## src/sv/oaht_pkg.sv

```systemverilog
// shared types and constants of the open-address hash table
// no dependencies; every other file imports this package

package oaht_pkg;

    // table geometry and field widths
    localparam int unsigned SLOTS      = 256;
    localparam int unsigned SLOT_BITS  = $clog2(SLOTS);
    localparam int unsigned COUNT_BITS = SLOT_BITS + 1;
    localparam int unsigned KEY_BITS   = 32;
    localparam int unsigned VALUE_BITS = 32;
    localparam int unsigned HASH_BITS  = 32;
    localparam int unsigned KIND_BITS  = 2;
    localparam int unsigned STAT_BITS  = 3;

    // load rule: grow when 4 * count >= 3 * slots
    localparam int unsigned GROW_LIMIT = 3 * SLOTS;

    // request kinds
    typedef enum logic [KIND_BITS-1:0] {
        KIND_LOOKUP = 2'd0,
        KIND_INSERT = 2'd1,
        KIND_REMOVE = 2'd2,
        KIND_CLEAR  = 2'd3
    } t_kind;

    // response status codes
    typedef enum logic [STAT_BITS-1:0] {
        STAT_FOUND     = 3'd0,
        STAT_NOT_FOUND = 3'd1,
        STAT_INSERTED  = 3'd2,
        STAT_REPLACED  = 3'd3,
        STAT_DUPLICATE = 3'd4,
        STAT_FULL      = 3'd5
    } t_status;

    // sequencer states
    typedef enum logic [1:0] {
        S_IDLE,
        S_PROBE,
        S_WRITE,
        S_RESP
    } t_state;

    // write-back action decided at the end of the probe sequence, or on acceptance for clear
    typedef enum logic [2:0] {
        ACT_NONE,
        ACT_INSERT,
        ACT_REPLACE,
        ACT_REMOVE,
        ACT_CLEAR
    } t_action;

    // one memory word; the live bit kept beside it tells empty from used
    typedef struct packed {
        logic                  tomb;
        logic [KEY_BITS-1:0]   key;
        logic [HASH_BITS-1:0]  hash;
        logic [VALUE_BITS-1:0] value;
    } t_entry;

    // control from the sequencer to the entry store
    typedef struct packed {
        logic                 rd_en;
        logic [SLOT_BITS-1:0] rd_addr;
        logic                 wr_en;
        logic [SLOT_BITS-1:0] wr_addr;
        logic                 clear_all;
    } t_store_ctl;

endpackage

```

## src/sv/oaht_if.sv

```systemverilog
// valid/ready channel interfaces: request, response and configuration
// depends on oaht_pkg

interface oaht_req_if import oaht_pkg::*; ();
    logic                  valid;
    logic                  ready;
    logic [KIND_BITS-1:0]  kind;
    logic [KEY_BITS-1:0]   key;
    logic [HASH_BITS-1:0]  hash;
    logic [VALUE_BITS-1:0] value;
    logic                  allow_replace;

    modport source (output valid, kind, key, hash, value, allow_replace, input ready);
    modport sink   (input valid, kind, key, hash, value, allow_replace, output ready);
endinterface

interface oaht_rsp_if import oaht_pkg::*; ();
    logic                  valid;
    logic                  ready;
    logic [STAT_BITS-1:0]  status;
    logic [VALUE_BITS-1:0] found_value;
    logic [KEY_BITS-1:0]   stored_key;
    logic [SLOT_BITS-1:0]  slot_index;
    logic [COUNT_BITS-1:0] entry_count;
    logic                  needs_grow;

    modport source (output valid, status, found_value, stored_key, slot_index,
                    entry_count, needs_grow, input ready);
    modport sink   (input valid, status, found_value, stored_key, slot_index,
                    entry_count, needs_grow, output ready);
endinterface


```

## src/sv/oaht_ctrl.sv

```systemverilog
// probe sequencer: walks the probe sequence one slot per cycle, decides the
// write-back and holds the response register; depends on oaht_pkg, oaht_if

module oaht_ctrl import oaht_pkg::*; (
    input  logic       i_clk,
    input  logic       i_rst_n,
    input  logic       i_probe_mode,
    oaht_req_if.sink   i_req,
    oaht_rsp_if.source o_rsp,
    output t_store_ctl o_store_ctl,
    output t_entry     o_wr_data,
    input  t_entry     i_rd_data,
    input  logic       i_rd_live
);

    t_state                r_state, n_state;
    t_kind                 r_kind, n_kind;
    logic [KEY_BITS-1:0]   r_key, n_key;
    logic [HASH_BITS-1:0]  r_hash, n_hash;
    logic [VALUE_BITS-1:0] r_value, n_value;
    logic                  r_repl, n_repl;
    logic [SLOT_BITS-1:0]  r_addr, n_addr;
    logic [SLOT_BITS-1:0]  r_probe, n_probe;
    logic                  r_tomb_seen, n_tomb_seen;
    logic [SLOT_BITS-1:0]  r_tomb, n_tomb;
    logic [COUNT_BITS-1:0] r_count, n_count;
    t_action               r_act, n_act;
    t_status               r_status, n_status;
    logic [VALUE_BITS-1:0] r_fval, n_fval;
    logic [KEY_BITS-1:0]   r_skey, n_skey;
    logic [SLOT_BITS-1:0]  r_sidx, n_sidx;
    logic                  r_out_valid, n_out_valid;
    t_status               r_out_status, n_out_status;
    logic [VALUE_BITS-1:0] r_out_fval, n_out_fval;
    logic [KEY_BITS-1:0]   r_out_skey, n_out_skey;
    logic [SLOT_BITS-1:0]  r_out_sidx, n_out_sidx;
    logic [COUNT_BITS-1:0] r_out_count, n_out_count;
    logic                  r_out_grow, n_out_grow;

    // probe evaluation on the word just read
    logic                  slot_empty;
    logic                  slot_tomb;
    logic                  slot_hit;
    logic                  last_probe;
    logic                  tomb_any;
    logic [SLOT_BITS-1:0]  tomb_slot;
    logic [SLOT_BITS-1:0]  next_addr;
    logic [COUNT_BITS+1:0] count_x4;

    assign slot_empty = !i_rd_live;
    assign slot_tomb  = i_rd_live && i_rd_data.tomb;
    assign slot_hit   = i_rd_live && !i_rd_data.tomb && (i_rd_data.hash == r_hash)
                        && (i_rd_data.key == r_key);
    assign last_probe = (r_probe == SLOT_BITS'(SLOTS - 1));
    assign tomb_any   = r_tomb_seen || slot_tomb;
    assign tomb_slot  = r_tomb_seen ? r_tomb : r_addr;
    // linear: +1; triangular: step is probe number + 1
    assign next_addr  = r_addr + (i_probe_mode ? (r_probe + SLOT_BITS'(1)) : SLOT_BITS'(1));
    assign count_x4   = {r_count, 2'b00};

    assign i_req.ready = (r_state == S_IDLE);

    // state and payload registers
    always_ff @(posedge i_clk) begin
        if (!i_rst_n) begin
            r_state     <= S_IDLE;
            r_count     <= '0;
            r_out_valid <= 1'b0;
        end else begin
            r_state     <= n_state;
            r_count     <= n_count;
            r_out_valid <= n_out_valid;
        end
        r_kind       <= n_kind;
        r_key        <= n_key;
        r_hash       <= n_hash;
        r_value      <= n_value;
        r_repl       <= n_repl;
        r_addr       <= n_addr;
        r_probe      <= n_probe;
        r_tomb_seen  <= n_tomb_seen;
        r_tomb       <= n_tomb;
        r_act        <= n_act;
        r_status     <= n_status;
        r_fval       <= n_fval;
        r_skey       <= n_skey;
        r_sidx       <= n_sidx;
        r_out_status <= n_out_status;
        r_out_fval   <= n_out_fval;
        r_out_skey   <= n_out_skey;
        r_out_sidx   <= n_out_sidx;
        r_out_count  <= n_out_count;
        r_out_grow   <= n_out_grow;
    end

    // next state, store control and response
    always_comb begin
        n_state      = r_state;
        n_kind       = r_kind;
        n_key        = r_key;
        n_hash       = r_hash;
        n_value      = r_value;
        n_repl       = r_repl;
        n_addr       = r_addr;
        n_probe      = r_probe;
        n_tomb_seen  = r_tomb_seen;
        n_tomb       = r_tomb;
        n_count      = r_count;
        n_act        = r_act;
        n_status     = r_status;
        n_fval       = r_fval;
        n_skey       = r_skey;
        n_sidx       = r_sidx;
        n_out_valid  = r_out_valid;
        n_out_status = r_out_status;
        n_out_fval   = r_out_fval;
        n_out_skey   = r_out_skey;
        n_out_sidx   = r_out_sidx;
        n_out_count  = r_out_count;
        n_out_grow   = r_out_grow;
        o_store_ctl  = '0;
        o_wr_data    = '0;

        // response beat taken
        if (r_out_valid && o_rsp.ready) begin
            n_out_valid = 1'b0;
        end

        unique case (r_state)
            S_IDLE: begin
                if (i_req.valid) begin
                    n_kind      = t_kind'(i_req.kind);
                    n_key       = i_req.key;
                    n_hash      = i_req.hash;
                    n_value     = i_req.value;
                    n_repl      = i_req.allow_replace;
                    n_addr      = i_req.hash[SLOT_BITS-1:0];
                    n_probe     = '0;
                    n_tomb_seen = 1'b0;
                    n_act       = ACT_NONE;
                    n_status    = STAT_NOT_FOUND;
                    n_fval      = '0;
                    n_skey      = '0;
                    n_sidx      = '0;
                    if (t_kind'(i_req.kind) == KIND_CLEAR) begin
                        n_act    = ACT_CLEAR;
                        n_status = STAT_FOUND;
                        n_state  = S_WRITE;
                    end else begin
                        // home slot read
                        o_store_ctl.rd_en   = 1'b1;
                        o_store_ctl.rd_addr = i_req.hash[SLOT_BITS-1:0];
                        n_state             = S_PROBE;
                    end
                end
            end

            S_PROBE: begin
                priority if (slot_empty) begin
                    // probe stops: miss, insert at first tombstone or here
                    if (r_kind == KIND_INSERT) begin
                        n_act    = ACT_INSERT;
                        n_status = STAT_INSERTED;
                        n_skey   = r_key;
                        n_sidx   = tomb_slot;
                    end
                    n_state = S_WRITE;
                end else if (slot_hit) begin
                    n_status = STAT_FOUND;
                    n_fval   = i_rd_data.value;
                    n_skey   = i_rd_data.key;
                    n_sidx   = r_addr;
                    if (r_kind == KIND_REMOVE) begin
                        n_act = ACT_REMOVE;
                    end else if (r_kind == KIND_INSERT) begin
                        if (r_repl) begin
                            n_act    = ACT_REPLACE;
                            n_status = STAT_REPLACED;
                            n_skey   = r_key;
                        end else begin
                            n_status = STAT_DUPLICATE;
                        end
                    end
                    n_state = S_WRITE;
                end else if (last_probe) begin
                    // every slot visited without an empty one
                    if (r_kind == KIND_INSERT) begin
                        if (tomb_any) begin
                            n_act    = ACT_INSERT;
                            n_status = STAT_INSERTED;
                            n_skey   = r_key;
                            n_sidx   = tomb_slot;
                        end else begin
                            n_status = STAT_FULL;
                        end
                    end
                    n_state = S_WRITE;
                end else begin
                    // keep probing; remember the first tombstone
                    if (slot_tomb && !r_tomb_seen) begin
                        n_tomb_seen = 1'b1;
                        n_tomb      = r_addr;
                    end
                    n_probe             = r_probe + SLOT_BITS'(1);
                    n_addr              = next_addr;
                    o_store_ctl.rd_en   = 1'b1;
                    o_store_ctl.rd_addr = next_addr;
                end
            end

            S_WRITE: begin
                o_store_ctl.wr_addr = r_sidx;
                unique case (r_act)
                    ACT_INSERT: begin
                        o_store_ctl.wr_en = 1'b1;
                        o_wr_data         = '{tomb: 1'b0, key: r_key, hash: r_hash,
                                              value: r_value};
                        n_count           = r_count + COUNT_BITS'(1);
                    end
                    ACT_REPLACE: begin
                        o_store_ctl.wr_en = 1'b1;
                        o_wr_data         = '{tomb: 1'b0, key: r_key, hash: r_hash,
                                              value: r_value};
                    end
                    ACT_REMOVE: begin
                        o_store_ctl.wr_en = 1'b1;
                        o_wr_data         = '{tomb: 1'b1, key: r_skey, hash: r_hash,
                                              value: r_fval};
                        if (r_count != '0) begin
                            n_count = r_count - COUNT_BITS'(1);
                        end
                    end
                    ACT_CLEAR: begin
                        o_store_ctl.clear_all = 1'b1;
                        n_count               = '0;
                    end
                    default: begin
                    end
                endcase
                n_state = S_RESP;
            end

            S_RESP: begin
                if (!r_out_valid || o_rsp.ready) begin
                    n_out_valid  = 1'b1;
                    n_out_status = r_status;
                    n_out_fval   = r_fval;
                    n_out_skey   = r_skey;
                    n_out_sidx   = r_sidx;
                    n_out_count  = r_count;
                    n_out_grow   = (count_x4 >= (COUNT_BITS + 2)'(GROW_LIMIT));
                    n_state      = S_IDLE;
                end
            end

            default: begin
                n_state = S_IDLE;
            end
        endcase
    end

    assign o_rsp.valid       = r_out_valid;
    assign o_rsp.status      = r_out_status;
    assign o_rsp.found_value = r_out_fval;
    assign o_rsp.stored_key  = r_out_skey;
    assign o_rsp.slot_index  = r_out_sidx;
    assign o_rsp.entry_count = r_out_count;
    assign o_rsp.needs_grow  = r_out_grow;

endmodule

```

## src/flat_wrapper.sv

```systemverilog
// flat-port wrapper written by rule: the top's interface ports become plain ports
module oaht_ctrl_flat import oaht_pkg::*;
  (i_clk, i_rst_n, i_probe_mode, o_store_ctl, o_wr_data, i_rd_data, i_rd_live, i_req_valid, i_req_kind, i_req_key, i_req_hash, i_req_value, i_req_allow_replace, i_req_ready, o_rsp_valid, o_rsp_status, o_rsp_found_value, o_rsp_stored_key, o_rsp_slot_index, o_rsp_entry_count, o_rsp_needs_grow, o_rsp_ready);
  oaht_req_if i_req_i ();
  oaht_rsp_if o_rsp_i ();
  input  logic i_clk;
  input  logic i_rst_n;
  input  logic i_probe_mode;
  output t_store_ctl o_store_ctl;
  output t_entry o_wr_data;
  input  t_entry i_rd_data;
  input  logic i_rd_live;
  input wire logic [$bits(i_req_i.valid)-1:0] i_req_valid;
  input wire logic [$bits(i_req_i.kind)-1:0] i_req_kind;
  input wire logic [$bits(i_req_i.key)-1:0] i_req_key;
  input wire logic [$bits(i_req_i.hash)-1:0] i_req_hash;
  input wire logic [$bits(i_req_i.value)-1:0] i_req_value;
  input wire logic [$bits(i_req_i.allow_replace)-1:0] i_req_allow_replace;
  output wire logic [$bits(i_req_i.ready)-1:0] i_req_ready;
  output wire logic [$bits(o_rsp_i.valid)-1:0] o_rsp_valid;
  output wire logic [$bits(o_rsp_i.status)-1:0] o_rsp_status;
  output wire logic [$bits(o_rsp_i.found_value)-1:0] o_rsp_found_value;
  output wire logic [$bits(o_rsp_i.stored_key)-1:0] o_rsp_stored_key;
  output wire logic [$bits(o_rsp_i.slot_index)-1:0] o_rsp_slot_index;
  output wire logic [$bits(o_rsp_i.entry_count)-1:0] o_rsp_entry_count;
  output wire logic [$bits(o_rsp_i.needs_grow)-1:0] o_rsp_needs_grow;
  input wire logic [$bits(o_rsp_i.ready)-1:0] o_rsp_ready;
  assign i_req_i.valid = i_req_valid;
  assign i_req_i.kind = i_req_kind;
  assign i_req_i.key = i_req_key;
  assign i_req_i.hash = i_req_hash;
  assign i_req_i.value = i_req_value;
  assign i_req_i.allow_replace = i_req_allow_replace;
  assign i_req_ready = i_req_i.ready;
  assign o_rsp_valid = o_rsp_i.valid;
  assign o_rsp_status = o_rsp_i.status;
  assign o_rsp_found_value = o_rsp_i.found_value;
  assign o_rsp_stored_key = o_rsp_i.stored_key;
  assign o_rsp_slot_index = o_rsp_i.slot_index;
  assign o_rsp_entry_count = o_rsp_i.entry_count;
  assign o_rsp_needs_grow = o_rsp_i.needs_grow;
  assign o_rsp_i.ready = o_rsp_ready;
  oaht_ctrl u_core (.i_clk(i_clk), .i_rst_n(i_rst_n), .i_probe_mode(i_probe_mode), .i_req(i_req_i), .o_rsp(o_rsp_i), .o_store_ctl(o_store_ctl), .o_wr_data(o_wr_data), .i_rd_data(i_rd_data), .i_rd_live(i_rd_live));
endmodule
```

## config.mk

```make
export PLATFORM = sky130hd
export DESIGN_NAME = oaht_ctrl_flat
export DESIGN_NICKNAME = d
export VERILOG_FILES = /design/src/sv/oaht_pkg.sv /design/src/sv/oaht_if.sv /design/src/sv/oaht_ctrl.sv /design/src/flat_wrapper.sv
export SDC_FILE = /design/constraint.sdc
export NUM_CORES = 1
export LEC_CHECK = 0
export BUFFER_PORTS_ARGS = -buffer_cell sky130_fd_sc_hd__buf_2
export CORE_MARGIN = 2
export CORE_UTILIZATION = 44
export DETAILED_ROUTE_END_ITERATION = 6
export GPL_TIMING_DRIVEN = 0
export PLACE_DENSITY = 0.85
export SETUP_SLACK_MARGIN = 0.15
export SYNTH_ARGS = -nofsm -noshare
export SYNTH_HDL_FRONTEND = slang
export SYNTH_SLANG_ARGS = --single-unit
```

## constraint.sdc

```tcl
create_clock -name i_clk -period 5.1 [get_ports i_clk]
set_input_delay 0.255 -clock i_clk [delete_from_list [all_inputs] [get_ports i_clk]]
set_output_delay 0.255 -clock i_clk [all_outputs]
set_load 0.05 [all_outputs]
```

Yosys cells after proc, flatten, opt, wreduce, memory -nomap -nowiden
Cells that the tools add are included.

word-level totals
  register bits after elaboration = 299
  input port bits = 202
  output and inout bits = 203

operators by class
  add/subtract/negate cells = 4
  $lt $le $gt $ge = 1
  eq/ne operators = 27
  mux-type cells = 86
  bitwise logic cells = 2
  reductions and logical operators = 28

operators with widths
  cell                                                    number
  two-way mux 32 bit                                      12
  one-hot mux 97 bit (2 select lines)                     1
  two-way mux 8 bit                                       16
  one-hot mux 32 bit (2 select lines)                     2
  two-way mux 97 bit                                      1
  equality test 32 bit                                    2
  two-way mux 3 bit                                       21
  two-way mux 9 bit                                       6
  one-hot mux 8 bit (2 select lines)                      3
  one-hot mux 9 bit (3 select lines)                      1
  one-hot mux 9 bit (2 select lines)                      1
  AND reduction 5 bit                                     3
  two-way mux 2 bit                                       6
  one-hot mux 3 bit (2 select lines)                      2
  AND reduction 6 bit                                     2
  >= comparator 11 x 10 -> 1 bit (second input constant)  1
  two-way mux 1 bit                                       11
  two-way mux 10 bit                                      1
  adder 9 x 1 -> 9 bit (second input constant)            1
  nonzero test 9 bit                                      1
  subtractor 9 x 1 -> 9 bit (second input constant)       1
  adder 8 x 1 -> 8 bit (second input constant)            1
  adder 8 bit                                             1
  equality test 2 bit (second input constant)             4
  27 further kinds                                        47

Longest topological paths before layout
Gate-level depths: netlist of run 1.

  depth after elaboration = 8
  gate-level depth with buffers = 12
  gate-level depth less buffers = 11

Worst setup path after synthesis of run 1
Ideal clock, no wire load.

  path type = reg2reg
  start point = reg u_core.r_out_valid, in the netlist u_core.o_rsp.valid
  end point = reg u_core.r_out_count[0], in the netlist u_core.o_rsp.entry_count[0] (enable)
  library setup time = 539 ps
  arrival = 4477 ps
  data required time = 4561 ps
  setup slack = 83 ps
  cell stages (with the launch flop) = 3
  path buffers = 0
  cell sequence = dfxtp_1 nor2b_1 nor2b_1

between the ends
  word-level cells in the longest chain between the ends = 3

ends and longest elaborated chain
  element                               RTL line          text
  from (decl)                           oaht_ctrl.sv:32   logic r_out_valid, n_out_valid;
  from (signal assigned)                oaht_ctrl.sv:72   r_out_valid <= n_out_valid;
  zero test 1 bit                       oaht_ctrl.sv:244  if (!r_out_valid || o_rsp.ready) begin
  logical OR 1 bit                      oaht_ctrl.sv:244
  AND reduction 2 bit (no source line)  n/a
  to (signal assigned)                  oaht_ctrl.sv:92   r_out_count <= n_out_count;
  to (decl)                             oaht_ctrl.sv:37   logic [COUNT_BITS-1:0] r_out_count, n_out_count;

Every way passes these cells.
A chain may end at the register's enable or synchronous reset.

==> flow_metrics.env, run 1 <==
export IMPL_grt_total_usage_pct=25.71
export IMPL_htreeDepth=2
export IMPL_synth_adder_area_share_pct=2.189
export IMPL_grt_max_degree=67
export IMPL_first_global_vias=10230
export IMPL_critPathCaptureType="primary output"
export IMPL_hp_class="in2reg"
export IMPL_drive_above_1_share_pct=33.50
export IMPL_die_h_um=173.8
export IMPL_netlist_instances=861
export IMPL_outcome="finished, final reports clean"
export IMPL_yosys_warnings=0
export IMPL_rsz0062_at_grt="false"
export IMPL_worstMarginPinSlew_ns=1.279
export IMPL_synth_main_ff_cell="edfxtp_1"
export IMPL_cp_cell_sequence="inv_1, ha_1, nor3b_1, a21boi_0, clkbuf_1, clkbuf_1, a22o_1, buf_2"
export IMPL_final_hold_viol_count=0
export IMPL_min_path_cells=2
export IMPL_cts_tree="yes"
export IMPL_antenna_left=0
export IMPL_worstSetupStartpoint="u_core.r_state[0]"
export IMPL_synthMuxAreaShare_pct=1.242
export IMPL_synth_edf_count=287
export IMPL_ff2ff_path_depth=8
export IMPL_place_port_buffers=403
export IMPL_drt_total_wl_mm=40.28
export IMPL_worstSkewPairLatency_ns=0.50
export IMPL_cp_data_required_time_ns=4.85
export IMPL_p_leak_nw=7.189
export IMPL_setup_viol=0
export IMPL_cp_depth=8
export IMPL_routedWlPerCell_um=22.19
export IMPL_mostFrequentLayoutCells="buf_2 (403), edfxtp_1 (287), and2_1 (110)"
export IMPL_grt_overflow_total=0
export IMPL_layout_commonest_cell="buf_2"
export IMPL_crit_type="reg2out"
export IMPL_synth_seq_cells=299
export IMPL_hp_start="i_rd_data[14]"
export IMPL_fp_dieW_um=173.8
export IMPL_final_nets=1628
export IMPL_syn_avg_cell_area_sq_um=14.74
export IMPL_drt_iter0_markers=983
export IMPL_cts_inserted_buffers=34
export IMPL_syn_cell_area_sq_um=12690
export IMPL_syn_nets=1084
export IMPL_hpwl_mm=28.26
export IMPL_start_util_pct=44.46
export IMPL_maxCapViolCount=0
export IMPL_core_area_sq_um=28550
export IMPL_finish_utilization_pct=60.77
export IMPL_dieArea_sq_um=30220
export IMPL_synth_xor_area_share_pct=4.555
export IMPL_path_buf_inv=4
export IMPL_r2r_start="u_core.r_hash[16]"
export IMPL_gp_congestion=0.9226
export IMPL_worstPathArrival_ns=4.31
export IMPL_peakVddDrop_mv=0.3199
export IMPL_period_share_pct=89.50
export IMPL_clock_skew_ns=0.01490
export IMPL_via_per_inst=5.419
export IMPL_cp_slowest_cell="nor3b_1"
export IMPL_multi_input_area_sq_um=3608
export IMPL_area_growth_syn_to_layout_pct=36.70
export IMPL_holdWs_ns=0.04239
export IMPL_finalMaxSlewViolations=0
export IMPL_path_clk_slew_ns=0.06
export IMPL_vias=9836
export IMPL_grt_pass1_wl_mm=59.15
export IMPL_crit_family="buffers and inverters"
export IMPL_synth_compound_area_share_pct=8.548
export IMPL_root_buffer="clkbuf_16"
export IMPL_grt_antenna_before_repair=1
export IMPL_rows=62
export IMPL_max_stage_delay_ns=1.03
export IMPL_fmax_ghz=0.2191
export IMPL_dr_pass1_iters=5
export IMPL_clkSinkCount=299
export IMPL_async_reset_ff_share_pct=0
export IMPL_cp_start_kind="flip-flop"
export IMPL_yosys_area_share_simple_pct=11.73
export IMPL_power_density_nw_per_um2=519.6
export IMPL_critPathMostFrequentCell="clkbuf_1"
export IMPL_slew_headroom_pct=14.58
export IMPL_num_io_pins=405
export IMPL_clk_path_buf_depth=3
export IMPL_drc_errors=0
export IMPL_reg2reg_setup_slack_ns=1.62
export IMPL_synth_top_family_by_area="simple AND/OR/NAND/NOR gates"
export IMPL_ys_seq_area_share_pct=69.80
export IMPL_synth_cell_types=60
export IMPL_ctsResizeCount=0
export IMPL_fillers=2134
export IMPL_final_seq_area_sq_um=8859
export IMPL_period_needed_ns=4.564
export IMPL_worstPathMaxFanout=10
-- registers in the layout, summed over array words and instances, names as in the netlist, 32 cells and up --
| signal | count |
|---|---|
| u_core.r_hash | 32 |
| u_core.r_key | 32 |
| u_core.r_value | 32 |
| u_core.o_rsp.found_value | 32 |
| u_core.r_skey | 32 |
| u_core.o_rsp.stored_key | 32 |
| u_core.r_fval | 32 |
-- power breakdown --
part	leakage (nW)	internal (mW)	switching, mW
registers	2.82	3.55	0.377
logic	3.86	0.819	2.02
clock network	0.508	1.30	0.951
-- per-stage QoR --
step | setup WS, ns | cell area [sq um] | TNS [ns] | cells | power, mW
2_1_floorplan | 0.6084 | 12690 | 0 | 861 | 5.727
3_3_place_gp | -1.391 | 15190 | -44.33 | 1648 | 6.571
3_5_place_dp | 1.019 | 15330 | 0 | 1654 | 6.684
4_1_cts | 0.4882 | 17350 | 0 | 1814 | 8.998
5_1_grt | 0.3795 | 17350 | 0 | 1815 | 9.331
6_report | 0.5357 | 17350 | 0 | 1815 | 9.015
-- per-layer routing --
| metal | up-vias | global-route usage, % | part of all wire [%] |
|---|---|---|---|
| li1 | 4314 | - | - |
| met1 | 4778 | 31.10 | 37 |
| met2 | 624 | 44.47 | 49 |
| met4 | 0 | 11.17 | 4.2 |
| met5 | - | 0 | 0 |
| met3 | 120 | 5.482 | 9.0 |
-- timing repair --
| item | CTS | global route |
|---|---|---|
| endpoints found under the setup margin | 0 | 0 |
| hold endpoints to repair | 99 | 0 |
| hold buffers | 99 | 0 |
| setup buffers | 0 | 0 |
-- Yosys cell counts, types with 4 or more instances --
master | n | area [sq um]
nand2_1 | 35 | 131.4
and3_1 | 11 | 68.82
mux2i_1 | 9 | 90.09
ha_1 | 19 | 237.7
nand3_1 | 9 | 45.04
xor2_1 | 22 | 192.7
nor2_1 | 34 | 127.6
a22o_1 | 69 | 604.3
a21o_1 | 5 | 37.54
clkbuf_1 | 34 | 127.6
nor3_1 | 11 | 55.05
nor2b_1 | 18 | 112.6
o21ai_0 | 8 | 40.04
o22ai_1 | 4 | 25.02
nand4_1 | 9 | 56.30
nor4_1 | 9 | 56.30
edfxtp_1 | 287 | 8618
inv_1 | 25 | 93.84
nand2b_1 | 4 | 25.02
dfxtp_1 | 12 | 240.2
xnor2_1 | 44 | 385.4
a2111o_1 | 4 | 45.04
and2_1 | 110 | 688.2
a22oi_1 | 4 | 30.03
mux2_2 | 6 | 67.56
a21oi_1 | 11 | 55.05
-- kinds of logic (layout without fill, tap and decap cells) --
logic type      Yosys count  in the layout
compound gates          133            133
xor+xnor                 66             66
fa+ha+maj                21             21
buf+inv                  63            632
flops                   299            299
mux                      15             15
other cells               0              1
simple gates            264            264
-- worst paths after layout --
| check | to |
|---|---|
| worst max-delay path | o_wr_data[31] |
| worst min-delay path | u_core.r_fval[14] |
| worst max register to register | u_core.r_skey[9] |
| worst min register to register | u_core.o_rsp.status[0] |
-- final cells by class --
| type | instances | share of cell area [%] |
|---|---|---|
| Timing Repair Buffer | 508 | 18.02 |
| Sequential cell | 299 | 51.06 |
| Multi-Input combinational cell | 499 | 20.80 |
| Buffer | 38 | 0.8726 |
| Inverter | 25 | 0.5553 |
| Clock buffer | 39 | 5.135 |
| Antenna cell | 1 | 0.01442 |
| Clock inverter | 22 | 0.7717 |
| Tap cell | 384 | 2.769 |
(Power assumes the default switching activity.)
==> run 2, diff against run 1 <==
- ABC_AREA: unset -> 1
- CORE_UTILIZATION: 44 -> 47
- PLACE_DENSITY: 0.85 -> 0.89
==> flow_metrics.env, run 2 <==
export IMPL_worstPathMaxFanout=10
export IMPL_holdWs_ns=0.04050
export IMPL_cts_inserted_buffers=31
export IMPL_ctsResizeCount=0
export IMPL_dr_pass1_iters=6
export IMPL_fp_dieW_um=172.0
export IMPL_yosys_top_cells_area="edfxtp_1 (65%), nand2_1 (7.8%), inv_1 (5.9%)"
export IMPL_setup_tns_ns=0
export IMPL_dieArea_sq_um=29600
export IMPL_synth_commonest_cells="edfxtp_1 (287), nand2_1 (275), inv_1 (207)"
export IMPL_finalMaxSlewViolations=0
export IMPL_first_global_vias=11460
export IMPL_hp_class="in2reg"
export IMPL_critPathCaptureType="primary output"
export IMPL_grt_antenna_before_repair=4
export IMPL_layout_commonest_cell="buf_2"
export IMPL_peakVddDrop_mv=0.4675
export IMPL_synth_main_ff_cell="edfxtp_1"
export IMPL_synth_cell_types=45
export IMPL_clkSinkCount=299
export IMPL_clk_path_buf_depth=3
export IMPL_synth_edf_count=287
export IMPL_synthMuxAreaShare_pct=0
export IMPL_synth_adder_area_share_pct=2.093
export IMPL_hpwl_mm=32.14
export IMPL_cp_start_kind="flip-flop"
export IMPL_yosys_area_top_type="edfxtp_1"
export IMPL_antenna_left=0
export IMPL_p_sw_share_pct=41.44
export IMPL_via_per_inst=5.338
export IMPL_fmax_ghz=0.2706
export IMPL_period_needed_ns=3.695
export IMPL_p_sw_mw=4.307
export IMPL_fin_cells=2195
export IMPL_worstSkewPairLatency_ns=0.57
export IMPL_syn_cell_area_sq_um=13270
export IMPL_placed_cell_area_sq_um=15940
export IMPL_routedWlPerCell_um=21.03
export IMPL_period_share_pct=72.45
export IMPL_pwr_share_seq_pct=41.1
export IMPL_yosys_area_share_simple_pct=13.27
export IMPL_ys_seq_area_share_pct=66.74
export IMPL_design_area_sq_um=18290
export IMPL_final_nets=2010
export IMPL_htreeDepth=1
export IMPL_yosys_warnings=0
export IMPL_crit_type="reg2out"
export IMPL_drive_above_1_share_pct=27.54
export IMPL_vias=11720
export IMPL_synth_seq_cells=299
export IMPL_grt_total_usage_pct=30.12
export IMPL_drc_errors=0
export IMPL_synth_most_common_cell="edfxtp_1"
export IMPL_async_reset_ff_share_pct=0
export IMPL_maxCapViolCount=0
export IMPL_core_area_sq_um=27780
export IMPL_critPathMostFrequentCell="buf_2"
export IMPL_num_io_pins=405
export IMPL_rsz0062_at_grt="false"
export IMPL_p_leak_nw=8.608
export IMPL_synth_xor_area_share_pct=1.452
export IMPL_final_hold_viol_count=0
export IMPL_gp_congestion=0.9602
export IMPL_setup_viol=0
export IMPL_synth_top_family_by_area="simple AND/OR/NAND/NOR gates"
export IMPL_root_buffer="clkbuf_16"
export IMPL_clock_skew_ns=0.01665
export IMPL_mostFrequentLayoutCells="buf_2 (416), edfxtp_1 (287), nand2_1 (275)"
export IMPL_power_frac_comb_pct=36.7
export IMPL_syn_nets=1434
export IMPL_worstPathArrival_ns=3.44
export IMPL_start_util_pct=47.78
export IMPL_grt_overflow_total=0
export IMPL_outcome="finished, final reports clean"
export IMPL_internal_power_mw=6.087
export IMPL_grt_max_degree=65
export IMPL_max_stage_delay_ns=0.40
export IMPL_clkPwrFrac_pct=22.1
export IMPL_die_h_um=172.0
export IMPL_path_clk_slew_ns=0.07
export IMPL_cp_data_required_time_ns=4.85
export IMPL_place_port_buffers=404
export IMPL_cp_cell_sequence="inv_1, ha_1, buf_2, inv_1, nor3_1, buf_2, inv_2, clkbuf_1, nor2_1, buf_2"
export IMPL_cts_tree="yes"
export IMPL_area_growth_syn_to_layout_pct=37.76
export IMPL_total_power_mw=10.39
export IMPL_syn_avg_cell_area_sq_um=10.96
export IMPL_cp_slowest_cell="buf_2"
export IMPL_drt_iter0_markers=1274
export IMPL_grt_pass1_wl_mm=65.78
export IMPL_dpl_cell_count=2000
export IMPL_rows=61
export IMPL_power_density_nw_per_um2=568.4
export IMPL_worstMarginPinSlew_ns=0.9033
export IMPL_slew_headroom_pct=39.78
export IMPL_synth_top_area_share_pct=64.93
export IMPL_synth_compound_area_share_pct=8.861
export IMPL_netlist_instances=1211
export IMPL_drt_total_wl_mm=46.17
[run 2: changes by cell type after synthesis, sizes merged, moves of 13 or more]
cell	change
a21oi	+24
a22o	-70
a32o	+62
and2	-112
buf	+14
clkbuf	-13
inv	+195
nand2	+239
nor2	+105
nor2b	-18
o21ai	+37
xnor2	-34
[run 2: cell families (layout without fill, tap and decap cells)]
kind of cell | count (synthesis) | in the layout
adder cells (fa/ha/maj) | 21 | 21
XOR/XNOR | 22 | 22
buffers and inverters | 261 | 862
other | 0 | 5
AND/OR/NAND/NOR | 447 | 447
AO/OA/AOI/OAI | 161 | 161
flip-flops | 299 | 299
[run 2: cell type report]
cell class,count,area [sq um]
clock buffer,40,819.5
inverter,222,835.8
multi-input combinational,651,3436
buffer,39,172.7
tap,378,473.0
timing repair buffer,543,3482
antenna,5,12.51
clock inverter,18,195.2
fill,2076,9497
sequential,299,8859
[run 2: routing by layer]
layer	global-route usage, %	vias up	routed length [um]
li1	-	5223	-
met1	37.24	5518	16660
met2	50.67	784	22450
met3	6.798	191	4582
met4	13.70	0	2469
met5	0	-	0
[run 2: repair_timing]
item,CTS,global route
setup endpoints to repair,0,0
hold buffers,132,0
setup buffers,0,0
endpoints found under the hold margin,133,0
[run 2: path summary, 6_finish.rpt]
kind,cells past startpoint,slack [ns],end,start
max,10,1.40,o_wr_data[53],u_core.r_state[0]
min reg2reg,0,0.41,u_core.o_rsp.status[1],u_core.r_status[1]
max reg2reg,9,1.89,u_core.r_skey[31],u_core.r_key[6]
min,4,0.04,u_core.o_rsp.valid,o_rsp_ready
[run 2: worst max-delay path, delay by kind of cell, from the launching register on]
| kind | cells | cell delay (ns) |
|---|---|---|
| adders and majority gates | 1 | 0.14 |
| buffers and inverters | 7 | 1.75 |
| DFF | 1 | 0.34 |
| and+or+nand+nor | 2 | 0.62 |
[run 2: metrics by stage]
stage / utilization (%) / setup WS [ns]
after floorplan: - / 1.647
after global placement: 56.77 / 0.1938
after detailed placement: 57.36 / 2.043
after CTS: 65.77 / 1.436
after global routing: 65.81 / 1.207
final: 65.82 / 1.405
[run 2: power groups by stage]
| stage | registers [mW] | clock network (mW) | logic [mW] |
|---|---|---|---|
| 4_1_cts | 4.24 | 2.31 | 3.76 |
| 5_1_grt | 4.33 | 2.41 | 4.06 |
| 2_1_floorplan | 4.46 | 0 | 2.17 |
| 3_5_place_dp | 4.28 | 0 | 3.65 |
| 6_report | 4.28 | 2.30 | 3.82 |
| 3_3_place_gp | 4.32 | 0 | 3.40 |
==> run 3, diff against run 2 <==
- clock period: 5.1 -> 2.99 ns (I/O delays scaled with it)
==> flow_metrics.env, run 3 (synthesis results as in run 2) <==
export IMPL_crit_type="reg2out"
export IMPL_outcome="finished with violations"
export IMPL_p_leak_nw=8.924
export IMPL_drt_iter0_markers=1702
export IMPL_htreeDepth=2
export IMPL_worstMarginPinSlew_ns=0.9059
export IMPL_slew_headroom_pct=39.48
export IMPL_fp_dieW_um=172.0
export IMPL_routedWlPerCell_um=22.13
export IMPL_cp_start_kind="flip-flop"
export IMPL_start_util_pct=47.78
export IMPL_gp_congestion=0.9968
export IMPL_cts_inserted_buffers=34
export IMPL_postLayoutSetupSlackWorst_ns=-0.4457
export IMPL_via_per_inst=5.544
export IMPL_final_hold_viol_count=0
export IMPL_worstPathMaxFanout=5
export IMPL_dieArea_sq_um=29600
export IMPL_violations="design-rule violations, negative setup slack"
export IMPL_rsz0062_at_grt="true"
export IMPL_design_area_sq_um=19340
export IMPL_grt_max_degree=41
export IMPL_grt_pass1_wl_mm=67.14
export IMPL_holdWs_ns=0.02385
export IMPL_r2r_start="u_core.r_probe[0]"
export IMPL_worstSetupStartpoint="u_core.r_probe[0]"
export IMPL_antenna_left=0
export IMPL_place_port_buffers=404
export IMPL_area_growth_syn_to_layout_pct=45.69
export IMPL_r2r_end="u_core.r_addr[6]"
export IMPL_grt_antenna_before_repair=3
export IMPL_maxCapViolCount=0
export IMPL_period_share_pct=114.9
export IMPL_fmax_ghz=0.2911
export IMPL_critPathCaptureType="primary output"
export IMPL_path_clk_slew_ns=0.06
export IMPL_drive_above_1_share_pct=32.30
export IMPL_num_io_pins=405
export IMPL_ff2ff_path_depth=14
export IMPL_root_buffer="clkbuf_16"
export IMPL_rows=61
export IMPL_die_h_um=172.0
export IMPL_worstSkewPairLatency_ns=0.51
export IMPL_clk_path_buf_depth=3
export IMPL_finalMaxSlewViolations=0
export IMPL_min_path_cells=4
export IMPL_core_area_sq_um=27780
export IMPL_clkSinkCount=299
export IMPL_period_needed_ns=3.436
export IMPL_drt_total_wl_mm=49.19
export IMPL_placed_cell_area_sq_um=15960
export IMPL_power_density_nw_per_um2=998.8
export IMPL_worstPathArrival_ns=3.29
export IMPL_cp_data_required_time_ns=2.84
export IMPL_layout_commonest_cell="buf_2"
export IMPL_first_global_vias=11730
export IMPL_hp_start="o_rsp_ready"
export IMPL_reg2reg_setup_slack_ns=0.22
export IMPL_final_nets=2039
export IMPL_hp_class="in2reg"
export IMPL_pre_cts_ws_ns=-0.2060
export IMPL_dr_pass1_iters=7
export IMPL_grt_overflow_total=0
export IMPL_peakVddDrop_mv=0.9148
export IMPL_hpwl_mm=32.25
export IMPL_setup_viol=4
export IMPL_cts_tree="yes"
export IMPL_hold_end="u_core.o_rsp.valid"
export IMPL_clock_skew_ns=0.02258
export IMPL_vias=12320
export IMPL_drc_errors=9
export IMPL_mostFrequentLayoutCells="buf_2 (338), edfxtp_1 (287), nand2_1 (270)"
export IMPL_grt_total_usage_pct=30.74
## run 3: cell count changes in the layout (fill, tap and decap cells not counted), sizes merged
cell,change
buf,+17
bufinv,+4
clkbuf,+15
clkinv,-4
clkinvlp,+1
diode,-2
inv,-3
## run 3: how the worst max path moves through the flow
stage | cells past startpoint | slack (ns) | to
finish | 16 | -0.45 | o_store_ctl[16]
global route | 16 | -0.46 | o_store_ctl[16]
CTS | 16 | -0.12 | o_store_ctl[17]
detailed placement | 11 | -0.21 | u_core.r_skey[6]
global placement | 11 | -0.82 | u_core.r_fval[0]
floorplan | 11 | 0.23 | o_store_ctl[15]
## run 3: cell type report
| class | instances | area (sq um) |
|---|---|---|
| diodes | 3 | 7.507 |
| multi-input cells | 651 | 3704 |
| inverters | 222 | 854.6 |
| clock inverters | 16 | 252.7 |
| flip-flops and latches | 299 | 8859 |
| well taps | 378 | 473.0 |
| plain buffers | 38 | 239.0 |
| fillers | 1875 | 8444 |
| repair buffers | 570 | 3979 |
| clock buffers | 46 | 969.7 |
## run 3: repair_timing
action / 4_1_cts / 5_1_grt
cloned: 0 / 0
resized for setup: 74 / 155
pin swaps: 8 / 12
setup endpoints to repair: 163 / 183
hold endpoints to repair: 134 / 0
hold buffers: 132 / 0
setup buffers: 16 / 11
## run 3: through the flow
| step | setup TNS (ns) | total power, mW | instances | util (%) |
|---|---|---|---|---|
| CTS | -0.2405 | 18.61 | 2210 | 67.82 |
| floorplan | 0 | 11.30 | 1211 | - |
| global route | -1.164 | 19.98 | 2222 | 69.60 |
| finish | -0.9103 | 19.31 | 2223 | 69.60 |
| global placement | -141.64 | 13.14 | 1993 | 56.85 |
| detailed placement | -10.60 | 13.49 | 2000 | 57.44 |
## run 3: worst max-delay path, stage by stage, from the launching register on
cell and delay, ns:
edfxtp_1 0.41, ha_2 0.26, xnor2_2 0.17, nor2_2 0.23, ha_4 0.26, nand2_1 0.08, nand2_1 0.08, a21oi_2 0.19
nor2_1 0.09, nor2_1 0.15, nor2_1 0.08, nor2_1 0.22, nor2_1 0.11, nor2_1 0.13, nand2_1 0.08, o21ai_2 0.07
buf_6 0.18
## run 3: power by group
| group | switching (mW) | internal, mW | total, mW |
|---|---|---|---|
| Clock | 1.72 | 2.89 | 4.60 |
| Combinational | 5.17 | 2.15 | 7.32 |
| Sequential | 0.888 | 6.51 | 7.39 |
| Total | 7.77 | 11.5 | 19.3 |
## run 3: per-layer routing
metal	wire length, um	GRT usage (%)	vias up
met5	0	0	-
met3	5563	7.279	286
li1	-	-	5274
met1	16820	37.85	5737
met2	23390	51.02	1027
met4	3417	15.20	0
